File: config.mk
export PLATFORM = sky130hd
export DESIGN_NAME = fixed_point_alu
export DESIGN_NICKNAME = d
export VERILOG_FILES = /design/src/rtl/fpa_pkg.sv /design/src/rtl/fixed_point_alu.sv
export SDC_FILE = /design/constraint.sdc
export NUM_CORES = 2
export LEC_CHECK = 0
export ABC_AREA = 1
export BUFFER_PORTS_ARGS = -buffer_cell sky130_fd_sc_hd__buf_2
export CAP_MARGIN = 20
export CORE_MARGIN = 4
export CORE_UTILIZATION = 60
export DETAILED_ROUTE_END_ITERATION = 6
export GPL_ROUTABILITY_DRIVEN = 0
export PLACE_DENSITY = 0.82
export SKIP_CTS_REPAIR_TIMING = 1
export SYNTH_ARGS = -nofsm -noshare
export SYNTH_HDL_FRONTEND = slang
export SYNTH_SLANG_ARGS = --single-unit
File: constraint.sdc
create_clock -name clock -period 11.3 [get_ports clock]
set_input_delay 2.825 -clock clock [delete_from_list [all_inputs] [get_ports clock]]
set_output_delay 2.825 -clock clock [all_outputs]
set_load 0.01 [all_outputs]
File: src/rtl/fpa_pkg.sv
// ----------------------------------------------------------------------------
// Fixed-point ALU package
// Shared widths, operation codes and defaults for the fixed-point ALU.
// ----------------------------------------------------------------------------
package fpa_pkg;

   localparam int unsigned FRAC_DEFAULT = 16;
   localparam int unsigned DATA_W = 32;
   localparam int unsigned KIND_W = 4;
   localparam int unsigned EXP_W = 5;
   localparam int unsigned REQ_TDATA_W = 104;
   localparam int unsigned RSP_TDATA_W = 40;

   typedef logic [KIND_W-1:0] kind_type;

   localparam kind_type K_ADD      = 4'd0;
   localparam kind_type K_SUB      = 4'd1;
   localparam kind_type K_NEG      = 4'd2;
   localparam kind_type K_MUL      = 4'd3;
   localparam kind_type K_DIV      = 4'd4;
   localparam kind_type K_MUL_INT  = 4'd5;
   localparam kind_type K_DIV_INT  = 4'd6;
   localparam kind_type K_COMPARE  = 4'd7;
   localparam kind_type K_ABS      = 4'd8;
   localparam kind_type K_MIN      = 4'd9;
   localparam kind_type K_MAX      = 4'd10;
   localparam kind_type K_POW      = 4'd11;
   localparam kind_type K_FROM_INT = 4'd12;
   localparam kind_type K_TO_INT   = 4'd13;
   localparam kind_type K_PASS     = 4'd14;

endpackage

File: src/rtl/fixed_point_alu.sv
// Simple operations, a zero divisor and pow with exponent zero go from idle straight to
// S_DONE. Mul and mul_int pass S_MUL and S_MACC on the shared 32x32 multiplier; pow
// repeats S_MUL and S_MACC once per exponent count; div and div_int run the 32 restoring
// division steps in S_DIV, then S_DFIN. One transaction is in work at a time; the next is
// taken in the cycle after the result moves to the output register. Synchronous
// active-high reset returns the sequencer to idle and empties the output register.
// ----------------------------------------------------------------------------
// Fixed-point ALU
// Signed 32-bit fixed-point ALU built around one shared multiplier and one
// bit-serial divider under a small sequencer.
// ----------------------------------------------------------------------------
module fixed_point_alu #(
   parameter int unsigned FRAC = fpa_pkg::FRAC_DEFAULT
) (
   input  logic                                 clock,
   input  logic                                 reset,
   input  logic                                 req_tvalid,
   output logic                                 req_tready,
   // operand_a[31:0], operand_b[63:32], int_operand[95:64], exponent[100:96]
   input  logic [fpa_pkg::REQ_TDATA_W-1:0]      req_tdata,
   // kind[3:0]
   input  fpa_pkg::kind_type                    req_tuser,
   output logic                                 rsp_tvalid,
   input  logic                                 rsp_tready,
   // result[31:0], is_less[32], is_equal[33], is_greater[34], div_zero[35]
   output logic [fpa_pkg::RSP_TDATA_W-1:0]      rsp_tdata
);

   localparam int unsigned QSHIFT = FRAC / 4;
   localparam int unsigned HSHIFT = FRAC / 2;
   localparam logic [31:0] FX_ONE = 32'd1 << FRAC;
   localparam logic [31:0] POW_START = 32'd1 << (FRAC - QSHIFT);

   localparam logic [2:0] S_IDLE = 3'd0;
   localparam logic [2:0] S_MUL  = 3'd1;
   localparam logic [2:0] S_MACC = 3'd2;
   localparam logic [2:0] S_DIV  = 3'd3;
   localparam logic [2:0] S_DFIN = 3'd4;
   localparam logic [2:0] S_DONE = 3'd5;

   logic [2:0]                      state_ff, state_in;
   fpa_pkg::kind_type               kind_ff, kind_in;
   logic [31:0]                     opx_ff, opx_in;
   logic [31:0]                     opy_ff, opy_in;
   logic [31:0]                     prod_ff, prod_in;
   logic [31:0]                     res_ff, res_in;
   logic [31:0]                     quo_ff, quo_in;
   logic [31:0]                     rem_ff, rem_in;
   logic [31:0]                     den_ff, den_in;
   logic                            neg_ff, neg_in;
   logic [4:0]                      cnt_ff, cnt_in;
   logic                            dz_ff, dz_in;
   logic                            lt_ff, lt_in;
   logic                            eq_ff, eq_in;
   logic                            gt_ff, gt_in;
   logic                            rsp_valid_ff, rsp_valid_in;
   logic [fpa_pkg::RSP_TDATA_W-1:0] rsp_data_ff, rsp_data_in;

   logic [31:0] a_v, b_v, n_v;
   logic [4:0]  e_v;
   logic        a_lt_b, a_gt_b;
   logic [31:0] simple_res;
   logic [31:0] div_num, div_den, num_mag, den_mag;
   logic [32:0] rem_shift;
   logic        rem_ge;
   logic [31:0] post_mul;
   logic [31:0] quo_signed;

   assign a_v = req_tdata[31:0];
   assign b_v = req_tdata[63:32];
   assign n_v = req_tdata[95:64];
   assign e_v = req_tdata[100:96];

   assign a_lt_b = $signed(a_v) < $signed(b_v);
   assign a_gt_b = $signed(a_v) > $signed(b_v);

   always_comb begin
      case (req_tuser)
         fpa_pkg::K_ADD:      simple_res = a_v + b_v;
         fpa_pkg::K_SUB:      simple_res = a_v - b_v;
         fpa_pkg::K_NEG:      simple_res = 32'd0 - a_v;
         fpa_pkg::K_COMPARE:  simple_res = 32'd0;
         fpa_pkg::K_ABS:      simple_res = a_v[31] ? (32'd0 - a_v) : a_v;
         fpa_pkg::K_MIN:      simple_res = a_gt_b ? b_v : a_v;
         fpa_pkg::K_MAX:      simple_res = a_lt_b ? b_v : a_v;
         fpa_pkg::K_FROM_INT: simple_res = n_v << FRAC;
         fpa_pkg::K_TO_INT:   simple_res = $signed(a_v) >>> FRAC;
         default:             simple_res = a_v;
      endcase
   end

   assign div_num = (req_tuser == fpa_pkg::K_DIV) ? (a_v << QSHIFT) : a_v;
   assign div_den = (req_tuser == fpa_pkg::K_DIV) ? 32'($signed(b_v) >>> QSHIFT) : n_v;
   assign num_mag = div_num[31] ? (32'd0 - div_num) : div_num;
   assign den_mag = div_den[31] ? (32'd0 - div_den) : div_den;

   assign rem_shift = {rem_ff, quo_ff[31]};
   assign rem_ge = rem_shift >= {1'b0, den_ff};
   assign post_mul = (kind_ff == fpa_pkg::K_MUL_INT) ? prod_ff
                                                     : 32'($signed(prod_ff) >>> HSHIFT);
   assign quo_signed = neg_ff ? (32'd0 - quo_ff) : quo_ff;

   always_comb begin
      state_in = state_ff;
      kind_in = kind_ff;
      opx_in = opx_ff;
      opy_in = opy_ff;
      prod_in = prod_ff;
      res_in = res_ff;
      quo_in = quo_ff;
      rem_in = rem_ff;
      den_in = den_ff;
      neg_in = neg_ff;
      cnt_in = cnt_ff;
      dz_in = dz_ff;
      lt_in = lt_ff;
      eq_in = eq_ff;
      gt_in = gt_ff;
      rsp_valid_in = rsp_valid_ff;
      rsp_data_in = rsp_data_ff;

      if (rsp_valid_ff && rsp_tready) begin
         rsp_valid_in = 1'b0;
      end

      case (state_ff)
         S_IDLE: begin
            if (req_tvalid) begin
               kind_in = req_tuser;
               lt_in = a_lt_b;
               eq_in = a_v == b_v;
               gt_in = a_gt_b;
               dz_in = 1'b0;
               cnt_in = 5'd0;
               case (req_tuser)
                  fpa_pkg::K_MUL: begin
                     opx_in = $signed(a_v) >>> QSHIFT;
                     opy_in = $signed(b_v) >>> QSHIFT;
                     state_in = S_MUL;
                  end
                  fpa_pkg::K_MUL_INT: begin
                     opx_in = a_v;
                     opy_in = n_v;
                     state_in = S_MUL;
                  end
                  fpa_pkg::K_POW: begin
                     if (e_v == 5'd0) begin
                        res_in = FX_ONE;
                        state_in = S_DONE;
                     end else begin
                        opx_in = POW_START;
                        opy_in = $signed(a_v) >>> QSHIFT;
                        cnt_in = e_v;
                        state_in = S_MUL;
                     end
                  end
                  fpa_pkg::K_DIV, fpa_pkg::K_DIV_INT: begin
                     if (div_den == 32'd0) begin
                        res_in = 32'd0;
                        dz_in = 1'b1;
                        state_in = S_DONE;
                     end else begin
                        quo_in = num_mag;
                        rem_in = 32'd0;
                        den_in = den_mag;
                        neg_in = div_num[31] ^ div_den[31];
                        state_in = S_DIV;
                     end
                  end
                  default: begin
                     res_in = simple_res;
                     state_in = S_DONE;
                  end
               endcase
            end
         end
         S_MUL: begin
            prod_in = opx_ff * opy_ff;
            state_in = S_MACC;
         end
         S_MACC: begin
            if (kind_ff == fpa_pkg::K_POW && cnt_ff != 5'd1) begin
               opx_in = $signed(post_mul) >>> QSHIFT;
               cnt_in = cnt_ff - 5'd1;
               state_in = S_MUL;
            end else begin
               res_in = post_mul;
               state_in = S_DONE;
            end
         end
         S_DIV: begin
            if (rem_ge) begin
               rem_in = 32'(rem_shift - {1'b0, den_ff});
            end else begin
               rem_in = rem_shift[31:0];
            end
            quo_in = {quo_ff[30:0], rem_ge};
            cnt_in = cnt_ff + 5'd1;
            if (cnt_ff == 5'd31) begin
               state_in = S_DFIN;
            end
         end
         S_DFIN: begin
            res_in = (kind_ff == fpa_pkg::K_DIV) ? (quo_signed << HSHIFT) : quo_signed;
            state_in = S_DONE;
         end
         S_DONE: begin
            if (!rsp_valid_ff || rsp_tready) begin
               rsp_valid_in = 1'b1;
               rsp_data_in = {4'd0, dz_ff, gt_ff, eq_ff, lt_ff, res_ff};
               state_in = S_IDLE;
            end
         end
         default: begin
            state_in = S_IDLE;
         end
      endcase
   end

   always_ff @(posedge clock) begin
      if (reset) begin
         state_ff <= S_IDLE;
         rsp_valid_ff <= 1'b0;
      end else begin
         state_ff <= state_in;
         rsp_valid_ff <= rsp_valid_in;
      end
      kind_ff <= kind_in;
      opx_ff <= opx_in;
      opy_ff <= opy_in;
      prod_ff <= prod_in;
      res_ff <= res_in;
      quo_ff <= quo_in;
      rem_ff <= rem_in;
      den_ff <= den_in;
      neg_ff <= neg_in;
      cnt_ff <= cnt_in;
      dz_ff <= dz_in;
      lt_ff <= lt_in;
      eq_ff <= eq_in;
      gt_ff <= gt_in;
      rsp_data_ff <= rsp_data_in;
   end

   assign req_tready = state_ff == S_IDLE;
   assign rsp_tvalid = rsp_valid_ff;
   assign rsp_tdata = rsp_data_ff;

`ifndef NO_ASSERTIONS
   a_flags_onehot: assert property (@(posedge clock) disable iff (reset)
      rsp_tvalid |-> $onehot(rsp_tdata[34:32]))
      else $error("Comparison flags are not exactly one hot.");

   a_dz_zero_result: assert property (@(posedge clock) disable iff (reset)
      (rsp_tvalid && rsp_tdata[35]) |-> (rsp_tdata[31:0] == 32'd0))
      else $error("Divide by zero transaction carries a nonzero result.");

   a_dz_div_only: assert property (@(posedge clock) disable iff (reset)
      (state_ff == S_DONE && dz_ff) |->
         (kind_ff == fpa_pkg::K_DIV || kind_ff == fpa_pkg::K_DIV_INT))
      else $error("Divide by zero flag raised for a non-divide operation.");

   a_div_runs: assert property (@(posedge clock) disable iff (reset)
      (state_ff == S_DIV && cnt_ff != 5'd31) |=> (state_ff == S_DIV))
      else $error("Division left its step loop early.");
`endif

endmodule
Yosys cells after proc, flatten, opt, wreduce, memory -nomap -nowiden:

Index checks and enable logic that the tools add are counted.

* add/sub/neg operators: 9
* multiply operators: 1
* $lt $le $gt $ge: 3
* equal/unequal tests: 37
* muxes and demuxes: 50
* bitwise operators: 2
* reductions and logical operators: 24

Operators by type and width (count)
* 2-to-1 mux 32 bit: 23
* one-hot mux 32 bit (3 select lines): 4
* one-hot mux 32 bit (9 select lines): 1
* one-hot mux 32 bit (2 select lines): 3
* subtractor 1 x 32 -> 32 bit, first input constant: 4
* subtractor 32 bit: 2
* 2-to-1 mux 31 bit: 2
* greater-or-equal comparator 33 x 32 -> 1 bit: 1
* adder 32 bit: 1
* equality test 32 bit: 1
* > comparator 32 bit: 1
* zero test 32 bit: 1
* less-than comparator 32 bit: 1
* multiplier 32 x 32 -> 32 bit: 1
* equality test 4 bit, second input constant: 7
* equality test 4 x 3 -> 1 bit, second input constant: 6
* 2-to-1 mux 5 bit: 4
* 2-to-1 mux 3 bit: 6
* one-hot mux 3 bit (6 select lines): 1
* != test 2 bit, second input constant: 8
* one-hot mux 5 bit (3 select lines): 1
* AND reduction 4 bit: 3
* != test 3 bit, second input constant: 3
* one-hot mux 3 bit (3 select lines): 1
* other kinds (27): 40

* flip-flop bits (word level): 278
* input bits: 112
* output and inout port bits: 42
* logic and storage cells: 144

Longest topological paths before layout:

* depth after elaboration: 8
* mapped depth: 29

Worst setup path before layout:

OpenSTA, ideal clock, no wires.

* path type: input to register
* start: input req_tuser[2]
* end: register quo_ff[0] (enable)
* library setup time: 0.574 ns
* arrival: 8.540 ns
* data required time: 10.726 ns
* path slack: 2.186 ns
* stages: 13
* cell sequence: inv_2 -> nor2_4 -> nand2_4 -> buf_6 -> buf_12 -> o21ai_1 -> or2_4 -> nor2_4 -> nand2_1 -> nor2_2 -> nand2_1 -> nand2_1 -> o21ai_0

* longest elaborated chain between the ends: 5

RTL lines
* start, declared: RTL line fixed_point_alu.sv:22 `input fpa_pkg::kind_type req_tuser,`
* equality test 4 x 3 -> 1 bit: RTL line fixed_point_alu.sv:93, fixed_point_alu.sv:135
* 2-to-1 mux 32 bit: RTL line fixed_point_alu.sv:93 `assign div_den = (req_tuser == fpa_pkg::K_DIV) ? 32'($signed(b_v) >>> QSHIFT) : n_v;`
* zero test 32 bit: RTL line fixed_point_alu.sv:158 `if (div_den == 32'd0) begin`
* != test 2 bit (no line)
* AND reduction 4 bit (no line) (*)
* end signal, assigned: RTL line fixed_point_alu.sv:233 `quo_ff <= quo_in;`
* end, declared: RTL line fixed_point_alu.sv:47 `logic [31:0] quo_ff, quo_in;`

Mark *: on every way between the ends. The rest lies on a longest branch, timed or not.
A chain may end at the register's enable or synchronous reset.

Worst setup path in the final report:

* start: register opx_ff[14]
* end: register prod_ff[29], data pin

* longest elaborated chain between the ends: 1

RTL lines
* start, declared: RTL line fixed_point_alu.sv:43 `logic [31:0] opx_ff, opx_in;`
* start signal, assigned: RTL line fixed_point_alu.sv:229 `opx_ff <= opx_in;`
* multiplier 32 x 32 -> 32 bit: RTL line fixed_point_alu.sv:178 `prod_in = opx_ff * opy_ff;`
* end signal, assigned: RTL line fixed_point_alu.sv:231 `prod_ff <= prod_in;`
* end, declared: RTL line fixed_point_alu.sv:45 `logic [31:0] prod_ff, prod_in;`

Every way passes these cells.

==> results.md <==
* complete, but fails checks — result of the run
* design-rule violations — violated checks
* 274 — Post-synth EDFFs
* 212 mm — wire length of the first global-routing pass
* flop to flop — start-to-end type of the worst setup path
* flop — nature of the critical path startpoint
* 20.5% — sequential fraction of the synthesis area
* 61.1% — effective utilization at floorplan
* 0 — depth of the worst hold-timing path
* 0 — number of violations of the max-capacitance limit
* 6.07 — average via count per standard cell
* 135 MHz — max frequency
* 31 — number of buffers created by CTS
* 38.5% — all-layer global routing usage
* flop — Critical Path End Type
* 278 — number of clock sinks
* 0.60 ns — Clk Latency, worst-skew pair
* 20 — antenna violations before repair
* 0.0663 sq mm — core box area
* false — RSZ-0062 raised after global routing
* 23.1% — slew margin rel.
* 107 mm — sum of net half-perimeters after detailed placement
* 0 — antenna violation net count after detailed routing
* 6338 — Total Nets Final
* 0 ns — setup tns final
* 0.0405 sq mm — synthesized area
* 146 — count of buffers from port buffering
* 6.61% — share of post-route cells with drive strength above 1
* 0% — Post-synth ARST share
* 18 — Worst Path Max Fanout
* sky130_fd_sc_hd__edfxtp_1 — most instantiated flip-flop cell in the synthesis netlist
* 5.89% — Layout Area Growth over Synthesis
* 7.27 sq um — mean post-synth cell area
* 7.39 ns — clock period minus final worst setup slack
* 21.3 um — post-DR wirelength/cell
* 5570 — number of instances in the synthesized netlist
* 0 — remaining global-route overflow
* 0 — number of max-slew violations in the final report
* 3.91 ns — minimum setup slack among reg-to-reg paths
* 0 — Final Hold Vio Count
* 7 — number of iterations in the first detailed-routing pass
* 5758 — filler cell count
* 5987 — DRC marker count from the first detailed-route iteration
* rsp_tdata[35] — endpoint with the worst hold slack
* 1 — maximum level of the CTS H-tree
* prod_ff[29] — Critical R2R Capture
* 39400 — total number of vias
* 0 — count of yosys warnings during synthesis
* 94 — # rows
* 154 — ports placed on the boundary
* 67 — Synth cell types
* 11.64 ns — Worst Path Required
* 83 — largest net degree at the start of global routing
* 38300 — via count of the first global-routing pass
* 1.15 ns — measured slew at the worst slew-check pin
* 138 mm — final routed wirelength across all metal layers
* 7.73 ns — Arrival @ worst endpoint
* 0.06 ns — post-CTS clock slew at the launch and capture registers of the worst setup and hold paths
* 24 — depth of the worst register-to-register path
* dz_ff — min-delay src
* 485 — final routed DRC violation total
* 65.4% — final cycle utilization of the critical path
* 268 um — Die Ht
* sky130_fd_sc_hd__clkbuf_16 — clock tree root driver cell
* 3 — deepest clock path buffer count
* opx_ff[14] — Reg2Reg Launch Point
* 268 um — die extent in x
* 0.0717 sq mm — die area
* 278 — FF+latch count, synth
* flop to flop — Tightest Hold Check Type
* 0 — setup violators final
* 0.0266 ns — clock tree skew after final layout
* yes — clock tree from TritonCTS
worst max-delay path by stage:
stage / startpoint / endpoint / slack [ns]
final: opx_ff[14] / prod_ff[29] / 3.91
after global routing: opx_ff[7] / prod_ff[29] / 3.60
after floorplan: req_tuser[2] / quo_ff[0] / 2.19
after global placement: opx_ff[7] / prod_ff[29] / 4.21
after detailed placement: opx_ff[14] / prod_ff[29] / 4.07
after CTS: opx_ff[14] / prod_ff[29] / 4.03
Yosys cell counts (39+ instances only):
master | n | area, sq um
sky130_fd_sc_hd__inv_1 | 1150 | 4320
sky130_fd_sc_hd__clkbuf_1 | 165 | 619
sky130_fd_sc_hd__fa_1 | 411 | 8230
sky130_fd_sc_hd__xnor2_1 | 61 | 534
sky130_fd_sc_hd__xor2_1 | 119 | 1040
sky130_fd_sc_hd__nand2_1 | 1382 | 5190
sky130_fd_sc_hd__o22ai_1 | 41 | 257
sky130_fd_sc_hd__nand3_1 | 249 | 1250
sky130_fd_sc_hd__o21ai_0 | 285 | 1430
sky130_fd_sc_hd__ha_1 | 227 | 2840
sky130_fd_sc_hd__nor2_1 | 417 | 1570
sky130_fd_sc_hd__edfxtp_1 | 274 | 8230
sky130_fd_sc_hd__nor3_1 | 42 | 210
sky130_fd_sc_hd__a21oi_1 | 236 | 1180
sky130_fd_sc_hd__nand4_1 | 72 | 450
sky130_fd_sc_hd__o21ai_1 | 39 | 195
worst max-delay path: stages, from the launching register on:
cell and delay, ns:
sky130_fd_sc_hd__edfxtp_1 1.02, sky130_fd_sc_hd__nand2_1 0.11, sky130_fd_sc_hd__inv_1 0.10, sky130_fd_sc_hd__fa_1 0.41, sky130_fd_sc_hd__inv_1 0.08, sky130_fd_sc_hd__fa_1 0.43
sky130_fd_sc_hd__fa_1 0.50, sky130_fd_sc_hd__fa_1 0.54, sky130_fd_sc_hd__inv_1 0.05, sky130_fd_sc_hd__fa_1 0.50, sky130_fd_sc_hd__inv_1 0.06, sky130_fd_sc_hd__fa_1 0.54
sky130_fd_sc_hd__inv_1 0.05, sky130_fd_sc_hd__fa_1 0.50, sky130_fd_sc_hd__fa_1 0.45, sky130_fd_sc_hd__ha_1 0.40, sky130_fd_sc_hd__nand2_1 0.09, sky130_fd_sc_hd__nor2_1 0.13
sky130_fd_sc_hd__inv_1 0.05, sky130_fd_sc_hd__nor2_1 0.15, sky130_fd_sc_hd__a21oi_1 0.12, sky130_fd_sc_hd__o21ai_0 0.35, sky130_fd_sc_hd__a21oi_1 0.16, sky130_fd_sc_hd__o21bai_1 0.22
sky130_fd_sc_hd__xor2_1 0.11
per-stage QoR:
stage | worst slack, ns | utilization, % | std cells | hold WS (ns) | area, sq um
final | 3.91 | 64.7 | 6491 | 0.413 | 42900
after global routing | 3.60 | 64.6 | 6485 | 0.424 | 42900
after CTS | 4.03 | 64.6 | 6473 | 0.416 | 42800
after detailed placement | 4.07 | 63.1 | 6418 | 0.406 | 41800
after global placement | 4.21 | 63.1 | 6418 | 0.402 | 41800
after floorplan | 2.19 | - | 5573 | 0.400 | 40500
layer usage:
layer	wire length, um	track usage (%)
met5	64	0
met4	12100	25.0
met3	20300	12.6
met2	58200	58.2
met1	47400	47.7
flip-flops by register name (all words and copies together), names as in the netlist, 3 cells and up:
name,flops
rsp_tdata,36
res_ff,32
opy_ff,32
cnt_ff,5
rem_ff,32
state_ff,3
quo_ff,32
den_ff,32
prod_ff,32
kind_ff,4
opx_ff,32
cells by family (layout without fill, tap and decap cells):
logic type,count (synthesis),after routing,synth area share [%]
adder cells (fa/ha/maj),638,638,27.3
flip-flops,278,278,20.5
XOR/XNOR,180,180,3.89
buffers and inverters,1392,1429,13.3
AO/OA/AOI/OAI,813,813,11.7
other,1,21,0.00926
AND/OR/NAND/NOR,2268,2268,23.3
cells in the final DEF (no fill, tap or decap), types with 30 or more instances in the layout:
cell type / synthesis / layout
sky130_fd_sc_hd__xnor2_1: 61 / 61
sky130_fd_sc_hd__a31oi_1: 31 / 31
sky130_fd_sc_hd__nand4_1: 72 / 72
sky130_fd_sc_hd__edfxtp_1: 274 / 274
sky130_fd_sc_hd__clkbuf_16: 0 / 31
sky130_fd_sc_hd__o221ai_1: 34 / 34
sky130_fd_sc_hd__buf_2: 20 / 146
sky130_fd_sc_hd__nor3_1: 42 / 39
sky130_fd_sc_hd__o211ai_1: 30 / 30
sky130_fd_sc_hd__nor2_1: 417 / 412
sky130_fd_sc_hd__fa_1: 411 / 411
sky130_fd_sc_hd__inv_1: 1150 / 1150
sky130_fd_sc_hd__ha_1: 227 / 227
sky130_fd_sc_hd__nand2_1: 1382 / 1381
sky130_fd_sc_hd__a21oi_1: 236 / 235
sky130_fd_sc_hd__o21ai_0: 285 / 284
sky130_fd_sc_hd__nand3_1: 249 / 249
sky130_fd_sc_hd__xor2_1: 119 / 119
sky130_fd_sc_hd__o22ai_1: 41 / 41
sky130_fd_sc_hd__o21ai_1: 39 / 39
sky130_fd_sc_hd__buf_4: 7 / 57
cell type report:
type	instances	area, sq um	share of cell area (%)
inverter	1170	4390	10.2
multi-input combinational	3903	26900	62.7
clock inverter	23	220	0.513
clock buffer	32	779	1.82
tap	864	1080	2.52
antenna	17	42.5	0.0992
sequential	278	8310	19.4
timing repair buffer	204	1170	2.72
Power is left out: the tool's default activity adds up to more than one toggle a clock period on the data nets, which glitch-free logic cannot reach.
